$ cat config.mk
export PLATFORM = sky130hd
export DESIGN_NAME = scm_engine_flat
export DESIGN_NICKNAME = d
export VERILOG_FILES = /design/src/design/scm_pkg.sv /design/src/design/scm_ifs.sv /design/src/design/scm_engine.sv /design/src/flat_wrapper.sv
export SDC_FILE = /design/constraint.sdc
export NUM_CORES = 1
export LEC_CHECK = 0
export BUFFER_PORTS_ARGS = -buffer_cell sky130_fd_sc_hd__clkbuf_2
export CAP_MARGIN = 20
export CORE_MARGIN = 5
export CORE_UTILIZATION = 58
export DETAILED_ROUTE_END_ITERATION = 7
export PLACE_DENSITY = 0.88
export SLEW_MARGIN = 20
export SYNTH_ARGS = -nofsm -noshare
export SYNTH_HDL_FRONTEND = slang
export SYNTH_SLANG_ARGS = --single-unit
$ cat constraint.sdc
create_clock -name clk -period 8.6 [get_ports clk]
set_input_delay 1.29 -clock clk [delete_from_list [all_inputs] [get_ports clk]]
set_output_delay 1.29 -clock clk [all_outputs]
set_load 0.01 [all_outputs]
$ cat src/design/scm_pkg.sv
// Shared constants, types and permutation functions for the symmetry canonical minimum block.
`default_nettype none
package scm_pkg;

  localparam int MAX_SYM    = 64;
  localparam int IDX_W      = $clog2(MAX_SYM);
  localparam int CNT_W      = 7;
  localparam int WORD_W     = 16;
  localparam int EDGE_POS   = 12;
  localparam int CORNER_POS = 8;
  localparam int EMAP_W     = 48;
  localparam int CMAP_W     = 24;
  localparam int TRIPLE_W   = 3 * WORD_W;

  localparam logic MODE_LOAD  = 1'b0;
  localparam logic MODE_QUERY = 1'b1;

  typedef struct packed {
    logic [CMAP_W-1:0] corner_map;
    logic [EMAP_W-1:0] edge_map;
  } entry_t;

  typedef struct packed {
    logic             en;
    logic [IDX_W-1:0] addr;
    entry_t           data;
  } wr_req_t;

  typedef struct packed {
    logic             en;
    logic [IDX_W-1:0] addr;
  } rd_req_t;

  function automatic logic [WORD_W-1:0] permute_edges(logic [EMAP_W-1:0] map,
                                                       logic [WORD_W-1:0] word);
    logic [WORD_W-1:0] res;
    res = '0;
    for (int i = 0; i < EDGE_POS; i++) begin
      res[i] = word[map[4*i +: 4]];
    end
    return res;
  endfunction

  function automatic logic [WORD_W-1:0] permute_corners(logic [CMAP_W-1:0] map,
                                                         logic [WORD_W-1:0] word);
    logic [WORD_W-1:0] res;
    res = '0;
    for (int i = 0; i < CORNER_POS; i++) begin
      res[2*i +: 2] = word[{map[3*i +: 3], 1'b0} +: 2];
    end
    return res;
  endfunction

endpackage
`default_nettype wire

$ cat src/design/scm_ifs.sv
// Channel interfaces: item input, result output and configuration write.
`default_nettype none
interface scm_req_if;
  logic                        valid;
  logic                        ready;
  logic                        mode;
  logic [scm_pkg::IDX_W-1:0]   entry_index;
  logic [scm_pkg::CMAP_W-1:0]  corner_map;
  logic [scm_pkg::EMAP_W-1:0]  edge_map;
  logic [scm_pkg::WORD_W-1:0]  edges_first;
  logic [scm_pkg::WORD_W-1:0]  corner_word;
  logic [scm_pkg::WORD_W-1:0]  edges_second;
  modport source(output valid, mode, entry_index, corner_map, edge_map, edges_first,
                 corner_word, edges_second, input ready);
  modport sink(input valid, mode, entry_index, corner_map, edge_map, edges_first,
               corner_word, edges_second, output ready);
endinterface

interface scm_rsp_if;
  logic                        valid;
  logic                        ready;
  logic [scm_pkg::WORD_W-1:0]  lowest_edges_first;
  logic [scm_pkg::WORD_W-1:0]  lowest_corners;
  logic [scm_pkg::WORD_W-1:0]  lowest_edges_second;
  modport source(output valid, lowest_edges_first, lowest_corners, lowest_edges_second,
                 input ready);
  modport sink(input valid, lowest_edges_first, lowest_corners, lowest_edges_second,
               output ready);
endinterface

`default_nettype wire

$ cat src/design/scm_engine.sv
// Query sequencer: walks the table one entry a cycle and keeps the smallest triple.
`default_nettype none
module scm_engine (
  input  wire logic                      clk,
  input  wire logic                      rst,
  input  wire logic [scm_pkg::CNT_W-1:0] num_symmetries,
  scm_req_if.sink                        req,
  scm_rsp_if.source                      rsp,
  output scm_pkg::wr_req_t               wr_req,
  output scm_pkg::rd_req_t               rd_req,
  input  wire scm_pkg::entry_t           rd_data
);

  localparam logic [1:0] S_IDLE = 2'd0;
  localparam logic [1:0] S_RUN  = 2'd1;
  localparam logic [1:0] S_DONE = 2'd2;

  localparam logic [scm_pkg::CNT_W-1:0] MAX_CNT = scm_pkg::CNT_W'(scm_pkg::MAX_SYM);

  logic [1:0]                      state;
  logic [scm_pkg::CNT_W-1:0]       count;
  logic [scm_pkg::CNT_W-1:0]       issue_idx;
  logic                            data_valid;
  logic                            data_last;
  logic [scm_pkg::WORD_W-1:0]      orig_e0;
  logic [scm_pkg::WORD_W-1:0]      orig_c;
  logic [scm_pkg::WORD_W-1:0]      orig_e1;
  logic [scm_pkg::TRIPLE_W-1:0]    best;
  logic                            out_valid;
  logic [scm_pkg::TRIPLE_W-1:0]    out_data;

  logic                            accept;
  logic                            is_query;
  logic [scm_pkg::CNT_W-1:0]       count_sat;
  logic [scm_pkg::CNT_W-1:0]       issue_cur;
  logic [scm_pkg::CNT_W-1:0]       count_cur;
  logic [scm_pkg::TRIPLE_W-1:0]    cand;
  logic [scm_pkg::TRIPLE_W-1:0]    best_next;
  logic                            out_free;

  assign req.ready = (state == S_IDLE);
  assign accept    = req.valid && req.ready;
  assign is_query  = (req.mode == scm_pkg::MODE_QUERY);
  assign count_sat = (num_symmetries > MAX_CNT) ? MAX_CNT : num_symmetries;

  always_comb begin
    wr_req.en              = accept && !is_query &&
                             ({1'b0, req.entry_index} < MAX_CNT);
    wr_req.addr            = req.entry_index;
    wr_req.data.corner_map = req.corner_map;
    wr_req.data.edge_map   = req.edge_map;
  end

  assign issue_cur   = accept ? '0 : issue_idx;
  assign count_cur   = accept ? count_sat : count;
  assign rd_req.en   = (accept && is_query && (count_sat != '0)) ||
                       ((state == S_RUN) && (issue_idx < count));
  assign rd_req.addr = issue_cur[scm_pkg::IDX_W-1:0];

  assign cand = {scm_pkg::permute_edges(rd_data.edge_map, orig_e0),
                 scm_pkg::permute_corners(rd_data.corner_map, orig_c),
                 scm_pkg::permute_edges(rd_data.edge_map, orig_e1)};
  assign best_next = (data_valid && (cand < best)) ? cand : best;
  assign out_free  = !out_valid || rsp.ready;

  always_ff @(posedge clk) begin
    if (rst) begin
      state      <= S_IDLE;
      data_valid <= 1'b0;
      data_last  <= 1'b0;
      out_valid  <= 1'b0;
      issue_idx  <= '0;
      count      <= '0;
    end else begin
      data_valid <= rd_req.en;
      data_last  <= rd_req.en && ((issue_cur + 1'b1) == count_cur);
      if ((state == S_DONE) && out_free) begin
        out_valid <= 1'b1;
      end else if (out_valid && rsp.ready) begin
        out_valid <= 1'b0;
      end
      case (state)
        S_IDLE: begin
          if (accept && is_query) begin
            count     <= count_sat;
            issue_idx <= 7'd1;
            state     <= (count_sat == '0) ? S_DONE : S_RUN;
          end
        end
        S_RUN: begin
          if (rd_req.en) begin
            issue_idx <= issue_idx + 1'b1;
          end
          if (data_valid && data_last) begin
            state <= S_DONE;
          end
        end
        S_DONE: begin
          if (out_free) begin
            state <= S_IDLE;
          end
        end
        default: begin
          state <= S_IDLE;
        end
      endcase
    end
  end

  always_ff @(posedge clk) begin
    if (accept && is_query) begin
      orig_e0 <= req.edges_first;
      orig_c  <= req.corner_word;
      orig_e1 <= req.edges_second;
      best    <= {req.edges_first, req.corner_word, req.edges_second};
    end else if (state == S_RUN) begin
      best <= best_next;
    end
    if ((state == S_DONE) && out_free) begin
      out_data <= best;
    end
  end

  assign rsp.valid               = out_valid;
  assign rsp.lowest_edges_first  = out_data[2*scm_pkg::WORD_W +: scm_pkg::WORD_W];
  assign rsp.lowest_corners      = out_data[scm_pkg::WORD_W +: scm_pkg::WORD_W];
  assign rsp.lowest_edges_second = out_data[0 +: scm_pkg::WORD_W];

endmodule
`default_nettype wire

$ cat src/flat_wrapper.sv
// flat-port wrapper written by rule: the top's interface ports become plain ports
module scm_engine_flat 
  (clk, rst, num_symmetries, wr_req, rd_req, rd_data, req_valid, req_mode, req_entry_index, req_corner_map, req_edge_map, req_edges_first, req_corner_word, req_edges_second, req_ready, rsp_valid, rsp_lowest_edges_first, rsp_lowest_corners, rsp_lowest_edges_second, rsp_ready);
  scm_req_if req_i ();
  scm_rsp_if rsp_i ();
  input  wire logic clk;
  input  wire logic rst;
  input  wire logic [scm_pkg::CNT_W-1:0] num_symmetries;
  output scm_pkg::wr_req_t wr_req;
  output scm_pkg::rd_req_t rd_req;
  input  wire scm_pkg::entry_t rd_data;
  input wire logic [$bits(req_i.valid)-1:0] req_valid;
  input wire logic [$bits(req_i.mode)-1:0] req_mode;
  input wire logic [$bits(req_i.entry_index)-1:0] req_entry_index;
  input wire logic [$bits(req_i.corner_map)-1:0] req_corner_map;
  input wire logic [$bits(req_i.edge_map)-1:0] req_edge_map;
  input wire logic [$bits(req_i.edges_first)-1:0] req_edges_first;
  input wire logic [$bits(req_i.corner_word)-1:0] req_corner_word;
  input wire logic [$bits(req_i.edges_second)-1:0] req_edges_second;
  output wire logic [$bits(req_i.ready)-1:0] req_ready;
  output wire logic [$bits(rsp_i.valid)-1:0] rsp_valid;
  output wire logic [$bits(rsp_i.lowest_edges_first)-1:0] rsp_lowest_edges_first;
  output wire logic [$bits(rsp_i.lowest_corners)-1:0] rsp_lowest_corners;
  output wire logic [$bits(rsp_i.lowest_edges_second)-1:0] rsp_lowest_edges_second;
  input wire logic [$bits(rsp_i.ready)-1:0] rsp_ready;
  assign req_i.valid = req_valid;
  assign req_i.mode = req_mode;
  assign req_i.entry_index = req_entry_index;
  assign req_i.corner_map = req_corner_map;
  assign req_i.edge_map = req_edge_map;
  assign req_i.edges_first = req_edges_first;
  assign req_i.corner_word = req_corner_word;
  assign req_i.edges_second = req_edges_second;
  assign req_ready = req_i.ready;
  assign rsp_valid = rsp_i.valid;
  assign rsp_lowest_edges_first = rsp_i.lowest_edges_first;
  assign rsp_lowest_corners = rsp_i.lowest_corners;
  assign rsp_lowest_edges_second = rsp_i.lowest_edges_second;
  assign rsp_i.ready = rsp_ready;
  scm_engine u_core (.clk(clk), .rst(rst), .num_symmetries(num_symmetries), .req(req_i), .rsp(rsp_i), .wr_req(wr_req), .rd_req(rd_req), .rd_data(rd_data));
endmodule
# Yosys cells after proc, flatten, opt, wreduce, memory -nomap -nowiden
# Index checks and enable logic that the tools add are counted.
totals:
  input_bits: 210
  wordCells: 132
  out_inout_bits: 136
  ff_bits: 163
classes:
  n_mux: 64
  n_lt_le_gt_ge: 15
  n_eq_ne: 7
  addsub: 2
  reduce_logical: 25
  shift: 8
ops:
  columns: ["cell", "count"]
  rows:
  - ["2-to-1 mux 48 bit", 3]
  - ["variable part select 16 x 5 -> 2 bit", 8]
  - ["binary-select mux 1 bit (select 4 bit)", 24]
  - ["< comparator 4 x 5 -> 1 bit (second input constant)", 12]
  - ["< comparator 44 x 48 -> 1 bit", 1]
  - ["2-to-1 mux 7 bit", 5]
  - ["2-to-1 mux 1 bit", 26]
  - ["adder 7 x 1 -> 7 bit (second input constant)", 2]
  - ["one-hot mux 7 bit (2 select lines)", 1]
  - ["logical AND 1 bit", 10]
  - ["2-to-1 mux 2 bit", 4]
  - ["nonzero test 2 bit", 4]
  - ["== test 7 bit", 1]
  - ["greater-than comparator 7 bit (second input constant)", 1]
  - ["logical NOT 7 bit", 1]
  - ["< comparator 7 bit", 1]
  - ["nonzero test 7 bit", 1]
  - ["inequality test 2 x 1 -> 1 bit (second input constant)", 3]
  - ["one-hot mux 2 bit (3 select lines)", 1]
  - ["AND reduction 3 bit", 2]
  - ["AND reduction 2 bit", 2]
  - ["== test 2 x 1 -> 1 bit (second input constant)", 1]
  - ["== test 2 bit (second input constant)", 1]
  - ["logical NOT 1 bit", 2]
  - ["3 further kinds", 4]

# Depth between registers and ports, before layout
# Gate-level depths: netlist of the first run.
depth:
  word_depth: 7
  mapped_depth: 10
  depth_no_buf: 9

# Worst setup path before layout of the first run
# OpenSTA, ideal clock, no wires.
synth_timing:
  path_kind: "in2reg"
  from: "in rd_data[8] in the netlist's numbering"
  to: "reg u_core.best[0] in the netlist's numbering (enable)"
  t_required_ps: 8151
  setup_ps: 449
  t_arrival_ps: 5581
  n_path_buf: 1
  path_slack_ps: 2570
  cell_stages: 9
  cell_sequence: "buf_6 > mux4_1 > mux4_2 > ha_1 > a21o_1 > a211oi_1 > a211oi_1 > or3_1 > a211oi_2"
synth_via:
  elab_chain_cells: 6
  elab_cells_between_ends: 8
  classes_between: "1 x order compare; 4 x mux; 3 x reduce/logical"
synth_lines:
  columns: ["item", "line_no", "source"]
  rows:
  - ["start: declaration", "flat_wrapper.sv:11", "input wire scm_pkg::entry_t rd_data;"]
  - ["binary-select mux 1 bit (select 4 bit)", "scm_pkg.sv:39", "res[i] = word[map[4*i +: 4]];"]
  - ["2-to-1 mux 1 bit (not written as such)", "scm_pkg.sv:39", null]
  - ["< comparator 44 x 48 -> 1 bit (*)", "scm_engine.sv:63", "assign best_next = (data_valid && (cand < best)) ? cand : best;"]
  - ["logical AND 1 bit (*)", "scm_engine.sv:63", null]
  - ["nonzero test 2 bit (no source line) (*)", null, null]
  - ["AND reduction 2 bit (no source line) (*)", null, null]
  - ["end signal: assignment", "scm_engine.sv:115", "best <= {req.edges_first, req.corner_word, req.edges_second};"]
  - ["end signal: assignment", "scm_engine.sv:117", "best <= best_next;"]
  - ["end: declaration", "scm_engine.sv:28", "logic [scm_pkg::TRIPLE_W-1:0] best;"]
# Mark *: on every way between the ends. The rest lies on a longest branch, timed or not. The select of a mux whose other input is x is not followed.
# A chain may end at the register's enable or synchronous reset.

# Final worst setup path of the first run
layout_timing:
  from: "in rd_data[32] in the netlist's numbering"
  to: "reg u_core.best[27] in the netlist's numbering (enable)"
# The elaborated chain is that of the path after synthesis.

==> results of run 1 <==
## state kept, by name (all words and copies together), names as in the netlist
signal and count:
u_core.state 2, u_core.orig_c 16, u_core.out_data 48, u_core.issue_idx 7, u_core.orig_e1 16, u_core.data_last 1
u_core.data_valid 1, u_core.count 7, u_core.best 48, u_core.orig_e0 16, u_core.rsp.valid 1
## final timing paths
kind                           from             endpoint  slack [ns]  cells after the start
setup / recovery        rd_data[32]      u_core.best[27]        3.48                     11
hold / removal      u_core.best[23]  u_core.out_data[23]        0.45                      0
hold reg to reg     u_core.best[23]  u_core.out_data[23]        0.45                      0
setup reg to reg  u_core.orig_e0[7]      u_core.best[27]        3.97                     10
## power by group through the flow
stage                     Clock (mW)  Sequential [mW]  Combinational (mW)
final                          0.704            0.951               0.377
after CTS                      0.712            0.948               0.373
after detailed placement           0            0.964               0.372
after floorplan                    0            0.933               0.316
after global placement             0            0.962               0.352
after global routing           0.753            0.952               0.412
## layout make-up
cell class,count,area share [%]
repair buffers,194,7.59
clock buffers,21,3.46
multi-input cells,540,48.0
inverters,48,1.39
clock inverters,11,0.741
well taps,270,2.60
flip-flops and latches,163,36.2
diodes,1,0.0192
## Yosys cell counts, drive strengths merged, types with 5 or more instances
library cell	instances
a211oi	6
a21o	9
a21oi	27
and3	10
buf	104
clkbuf	49
dfxtp	19
edfxtp	144
ha	47
inv	48
mux2	19
mux2i	10
mux4	148
nand2	99
nand2b	5
nand3	6
nand3b	5
nand4	11
nor2	68
nor2b	15
or3	6
xnor2	6
xor2	5
## routing by layer
| layer | GRT usage [%] | routed length, µm | vias to the layer above |
|---|---|---|---|
| met2 | 40.6 | 14700 | 695 |
| li1 | - | - | 3588 |
| met5 | 0 | 0 | - |
| met1 | 36.3 | 11600 | 4034 |
| met3 | 8.38 | 4500 | 95 |
| met4 | 9.84 | 1070 | 0 |
## stage by stage
step                power [mW]  std cells  util [%]  hold WS (ns)
floorplan                 1.25        904         -         0.418
global placement          1.31       1215      61.2         0.432
detailed placement        1.34       1215      61.2         0.433
CTS                       2.03       1247      63.8         0.450
global route              2.12       1248      63.9         0.460
finish                    2.03       1248      63.9         0.448
## cells by family after synthesis
| kind of cell | Yosys count | share of synthesized area [%] |
|---|---|---|
| mux | 177 | 32.9 |
| compound gates | 63 | 3.63 |
| xor+xnor | 11 | 0.797 |
| flops | 163 | 38.9 |
| simple gates | 242 | 9.34 |
| fa+ha+maj | 47 | 4.86 |
| buf+inv | 201 | 9.57 |
==> flow_summary_export.csv, run 1 <==
group,metric,value,unit
sta,slew_headroom,43.8,%
power,powerDensity,156,nW/µm²
yosys,synth_area_leaders,"edfxtp_1 (36%), mux4_1 (19%), mux4_2 (11%)",
global_route,grt_first_pass_wirelength,48.5,mm
yosys,syn_inst,904,
yosys,synthFlopType,"edfxtp_1",
cts,cts_tree,"done",
setup_path,slowest_delay,0.65,ns
place,post-place-ws,3.07,ns
sta,setup_viol,0,
power,combPwrFrac,18.5,%
cts,cts_sinks,163,
place,place_area,12500,µm²
final_layout,multi_input_area,6250,µm²
cts,clock_path_buffers,2,
yosys,yosysSeqAreaShare,38.9,%
setup_path,path_class,"input pin to register",
job,drv_cap,0,
detailed_routing,viasPerCell,6.74,
setup_path,arrival,5.17,ns
cts,cts_resized,0,
run_status,status,"finished, final reports clean",
place,dpl.hpwl,23.2,mm
global_route,overflow,0,
detailed_routing,wl_per_cell,25.5,µm
cts,path_clk_slew,0.07,ns
setup_path,cp_max_fo,37,
global_route,antenna_found_initial,1,
sta,rsz0062_at_grt,"false",
detailed_routing,drt_drc_violations_left,0,
die,coreArea,20400,µm²
cts,root_buffer,"clkbuf_16",
sta,max_freq,195,MHz
final_layout,mostFrequentLayoutCells,"clkbuf_2 (189), edfxtp_1 (144), nand2_1 (98), mux4_1 (88), nor2_1 (68)",
yosys,syn_area,12100,µm²
place,gp_congestion,0.990,
detailed_routing,drtPass1Iterations,5,
final_layout,layout_commonest_cell,"clkbuf_2",
place,port_buffers,189,
sta,tns,0,ns
yosys,synth_area_per_cell,13.4,µm²
setup_path,cp_num_buf_inv,2,
sta,min_period,5.12,ns
die,die_h,154,µm
die,io_pins,346,
setup_path,required,8.65,ns
detailed_routing,finalWirelength,31.9,mm
global_route,grt_max_degree,100,
power,p_leak,5.32,nW
yosys,synth_edf_count,144,
min_path,hp-class,"register to register",
yosys,synth_top_cell_by_area,"edfxtp_1",
cts,ctsHoldBuffers,0,
cts,cts_setup_buffers,0,
power,p_int,1.48,mW
power,p_sw,0.552,mW
final_layout,nNetsFinal,1221,
sta,hold_viol,0,
setup_path,crit_chain,"clkbuf_2 > mux4_1 > mux4_2 > ha_1 > nand4_1 > a21oi_1 > nor3_1 > nor2_1 > or3_1 > a211oi_4 > buf_4",
power,power.share.clock,34.7,%
yosys,ys_ff_latch,163,
yosys,async_flop_share,0,%
detailed_routing,drt_iter0_drc,952,
setup_path,start_kind,"input pin",
yosys,synth_fp_nets,1161,
global_route,grt.total_usage,26.6,%
final_layout,regArea,4700,µm²
detailed_routing,vias,8412,
sta,slew_viol_final,0,
detailed_routing,antenna_left,0,
die,fp.dieW,154,µm
yosys,netlist.area_leader.share,35.8,%
sta,finalCritPeriodShare,59.5,%
setup_path,crit_family,"multiplexers",
setup_path,slowest_stage,"mux4_1",
sta,setup_slack,3.48,ns
global_route,grt_pass1_vias,8462,
cts,clk_latency,0.43,ns
power,p_seq_share,46.8,%
setup_path,end_kind,"register",
power,switching_share,27.2,%
sta,worst_slew_pin_slew,0.843,ns
sta,finClkSkew,0.0175,ns
cts,htree_levels,4,
power,ir_drop,0.103,mV
final_layout,area_growth,7.57,%
cts,numCtsBuffers,17,
final_layout,num-fill-cells,1410,
yosys,synth.distinct_cells,56,
die,start_util,59.4,%
final_layout,fin_area,13000,µm²
final_layout,drive_gt1_share,32.1,%
die,dieArea,23800,µm²
die,rows,52,
yosys,yosysWarnings,0,
Power figures use the tool's default switching activity.
==> inputs of run 2 (changes only) <==
CORE_UTILIZATION = 48   (was 58)
PLACE_DENSITY = 0.78   (was 0.88)
clock period = 4.3 ns   (was 8.6 ns; I/O delays follow)
==> run 2 against run 1 <==
Against the previous run: non-clock buffer count grew 2; sequential share of layout area shrank 0.42 points; power grew 110%; first-iteration DRC count grew 5.0%; cell area grew 1.2%; hold slack lost 0.044 ns; sequential power grew 100%; via count shrank 1.3%; highest routed layer is now met5.
==> flow_summary_export.csv, run 2 (same netlist as run 1, synthesis figures left out) <==
group,metric,value,unit
job,drv_cap,0,
final_layout,area_growth,8.84,%
power,design_power_total,4.18,mW
global_route,grt_pass1_vias,8379,
cts,ctsHoldBuffers,0,
place,gp_congestion,0.969,
setup_path,slowest_delay,0.64,ns
sta,hold_viol,0,
detailed_routing,drt_iter0_drc,1000,
sta,hold_slack,0.404,ns
cts,cts_resized,0,
setup_path,cp_max_fo,24,
global_route,overflow,0,
cts,root_buffer,"clkbuf_16",
final_layout,mostFrequentLayoutCells,"clkbuf_2 (189), edfxtp_1 (144), nand2_1 (98), mux4_2 (82), nor2_1 (68)",
final_layout,fin_area,13200,µm²
final_layout,antenna_cells,0,
cts,cts_setup_buffers,0,
sta,max_freq,256,MHz
detailed_routing,viasPerCell,6.34,
global_route,antenna_found_initial,1,
run_status,status,"finished, final reports clean",
power,p_leak,5.28,nW
detailed_routing,vias,8302,
sta,worst_slew_pin_slew,0.949,ns
sta,finalCritPeriodShare,90.7,%
cts,clock_path_buffers,2,
detailed_routing,antenna_left,0,
place,port_buffers,189,
setup_path,required,4.42,ns
place,dpl.hpwl,23.8,mm
min_path,holdCritStartpoint,"req_corner_word[4]",
die,fp.dieW,169,µm
sta,slew_headroom,36.6,%
cts,path_clk_slew,0.07,ns
setup_path,worstSetupStartpoint,"u_core.orig_e0[2]",
final_layout,top_regs,"u_core.best: 48 flops, u_core.out_data: 48 flops",
global_route,grt_first_pass_wirelength,49.7,mm
final_layout,nNetsFinal,1223,
setup_path,end_kind,"register",
die,die_h,169,µm
detailed_routing,wl_per_cell,24.9,µm
setup_path,slowest_stage,"edfxtp_1",
sta,slew_viol_final,0,
cts,cts_sinks,163,
power,powerDensity,318,nW/µm²
die,dieArea,28500,µm²
detailed_routing,drtPass1Iterations,5,
setup_path,path_class,"register to register",
sta,setup_viol,0,
setup_path,critPathMostFrequentCell,"mux4_2",
place,place_area,12600,µm²
setup_path,start_kind,"register",
final_layout,drive_gt1_share,35.9,%
cts,cts_tree,"done",
min_path,hp-class,"input pin to register",
global_route,grt.total_usage,22.7,%
setup_path,cp_num_buf_inv,1,
detailed_routing,drt_drc_violations_left,0,
setup_path,arrival,4.02,ns
die,rows,58,
sta,finClkSkew,0.0157,ns
power,ir_drop,0.179,mV
final_layout,layout_commonest_cell,"clkbuf_2",
die,coreArea,25000,µm²
detailed_routing,finalWirelength,32.6,mm
setup_path,crit_family,"multiplexers",
global_route,grt_max_degree,57,
final_layout,final_core_util,52.7,%
die,io_pins,346,
setup_path,crit_chain,"mux4_2 > mux4_2 > ha_4 > nand4_1 > a21oi_1 > nor3_1 > nor2_1 > or3_4 > a211oi_4 > buf_12",
sta,min_period,3.90,ns
cts,numCtsBuffers,17,
die,start_util,48.4,%
setup_path,r2r-start,"u_core.orig_e0[2]",
cts,clk_latency,0.43,ns
cts,htree_levels,4,
sta,rsz0062_at_grt,"false",
## run 2: cell types whose count changed in the layout (fill, tap and decap cells not counted), moves of 3 or more
cell | before | now
mux4_1 | 88 | 66
mux4_2 | 60 | 82
ha_1 | 47 | 41
ha_4 | 0 | 6
clkbuf_1 | 3 | 0
clkinvlp_4 | 4 | 1
## run 2: worst paths after layout
kind | to | slack (ns) | cells past startpoint
worst max-delay path | u_core.best[45] | 0.40 | 10
worst min-delay path | u_core.orig_c[4] | 0.40 | 1
worst max register to register | u_core.best[45] | 0.40 | 10
worst min register to register | u_core.out_data[27] | 0.45 | 0
## run 2: report_power, final
part           total, mW  leakage [nW]  switching, mW  internal (mW)
combinational      0.781          3.51          0.376          0.405
sequential          1.90          1.48         0.0993           1.80
clock               1.49         0.286          0.685          0.809
## run 2: layer usage
layer	vias up	part of all wire (%)	GRT usage [%]
li1	3567	-	-
met1	4073	39	30.6
met2	566	46	34.9
met3	94	10	6.45
met4	2	3.6	8.89
met5	-	0.037	0
## run 2: cell type report
class | instances | area (µm²)
tap | 330 | 413
sequential | 163 | 4700
inverter | 48 | 181
fill | 2105 | 11800
clock inverter | 12 | 113
timing repair buffer | 196 | 1020
clock buffer | 20 | 467
multi-input combinational | 540 | 6260
## run 2: worst register-to-register path, cell delays in order (launching register included)
cell and delay [ns]:
edfxtp_1 0.64, mux4_2 0.55, mux4_2 0.55, ha_4 0.28, nand4_1 0.16, a21oi_1 0.06, nor3_1 0.33, nor2_1 0.08
or3_4 0.38, a211oi_4 0.32, buf_12 0.24
## run 2: through the flow
stage | cells | setup TNS, ns | setup WS, ns
3_3_place_gp | 1277 | 0 | 0.214
6_report | 1309 | 0 | 0.400
4_1_cts | 1309 | 0 | 0.448
5_1_grt | 1309 | 0 | 0.295
2_1_floorplan | 904 | -13.43 | -0.280
3_5_place_dp | 1277 | 0 | 0.153
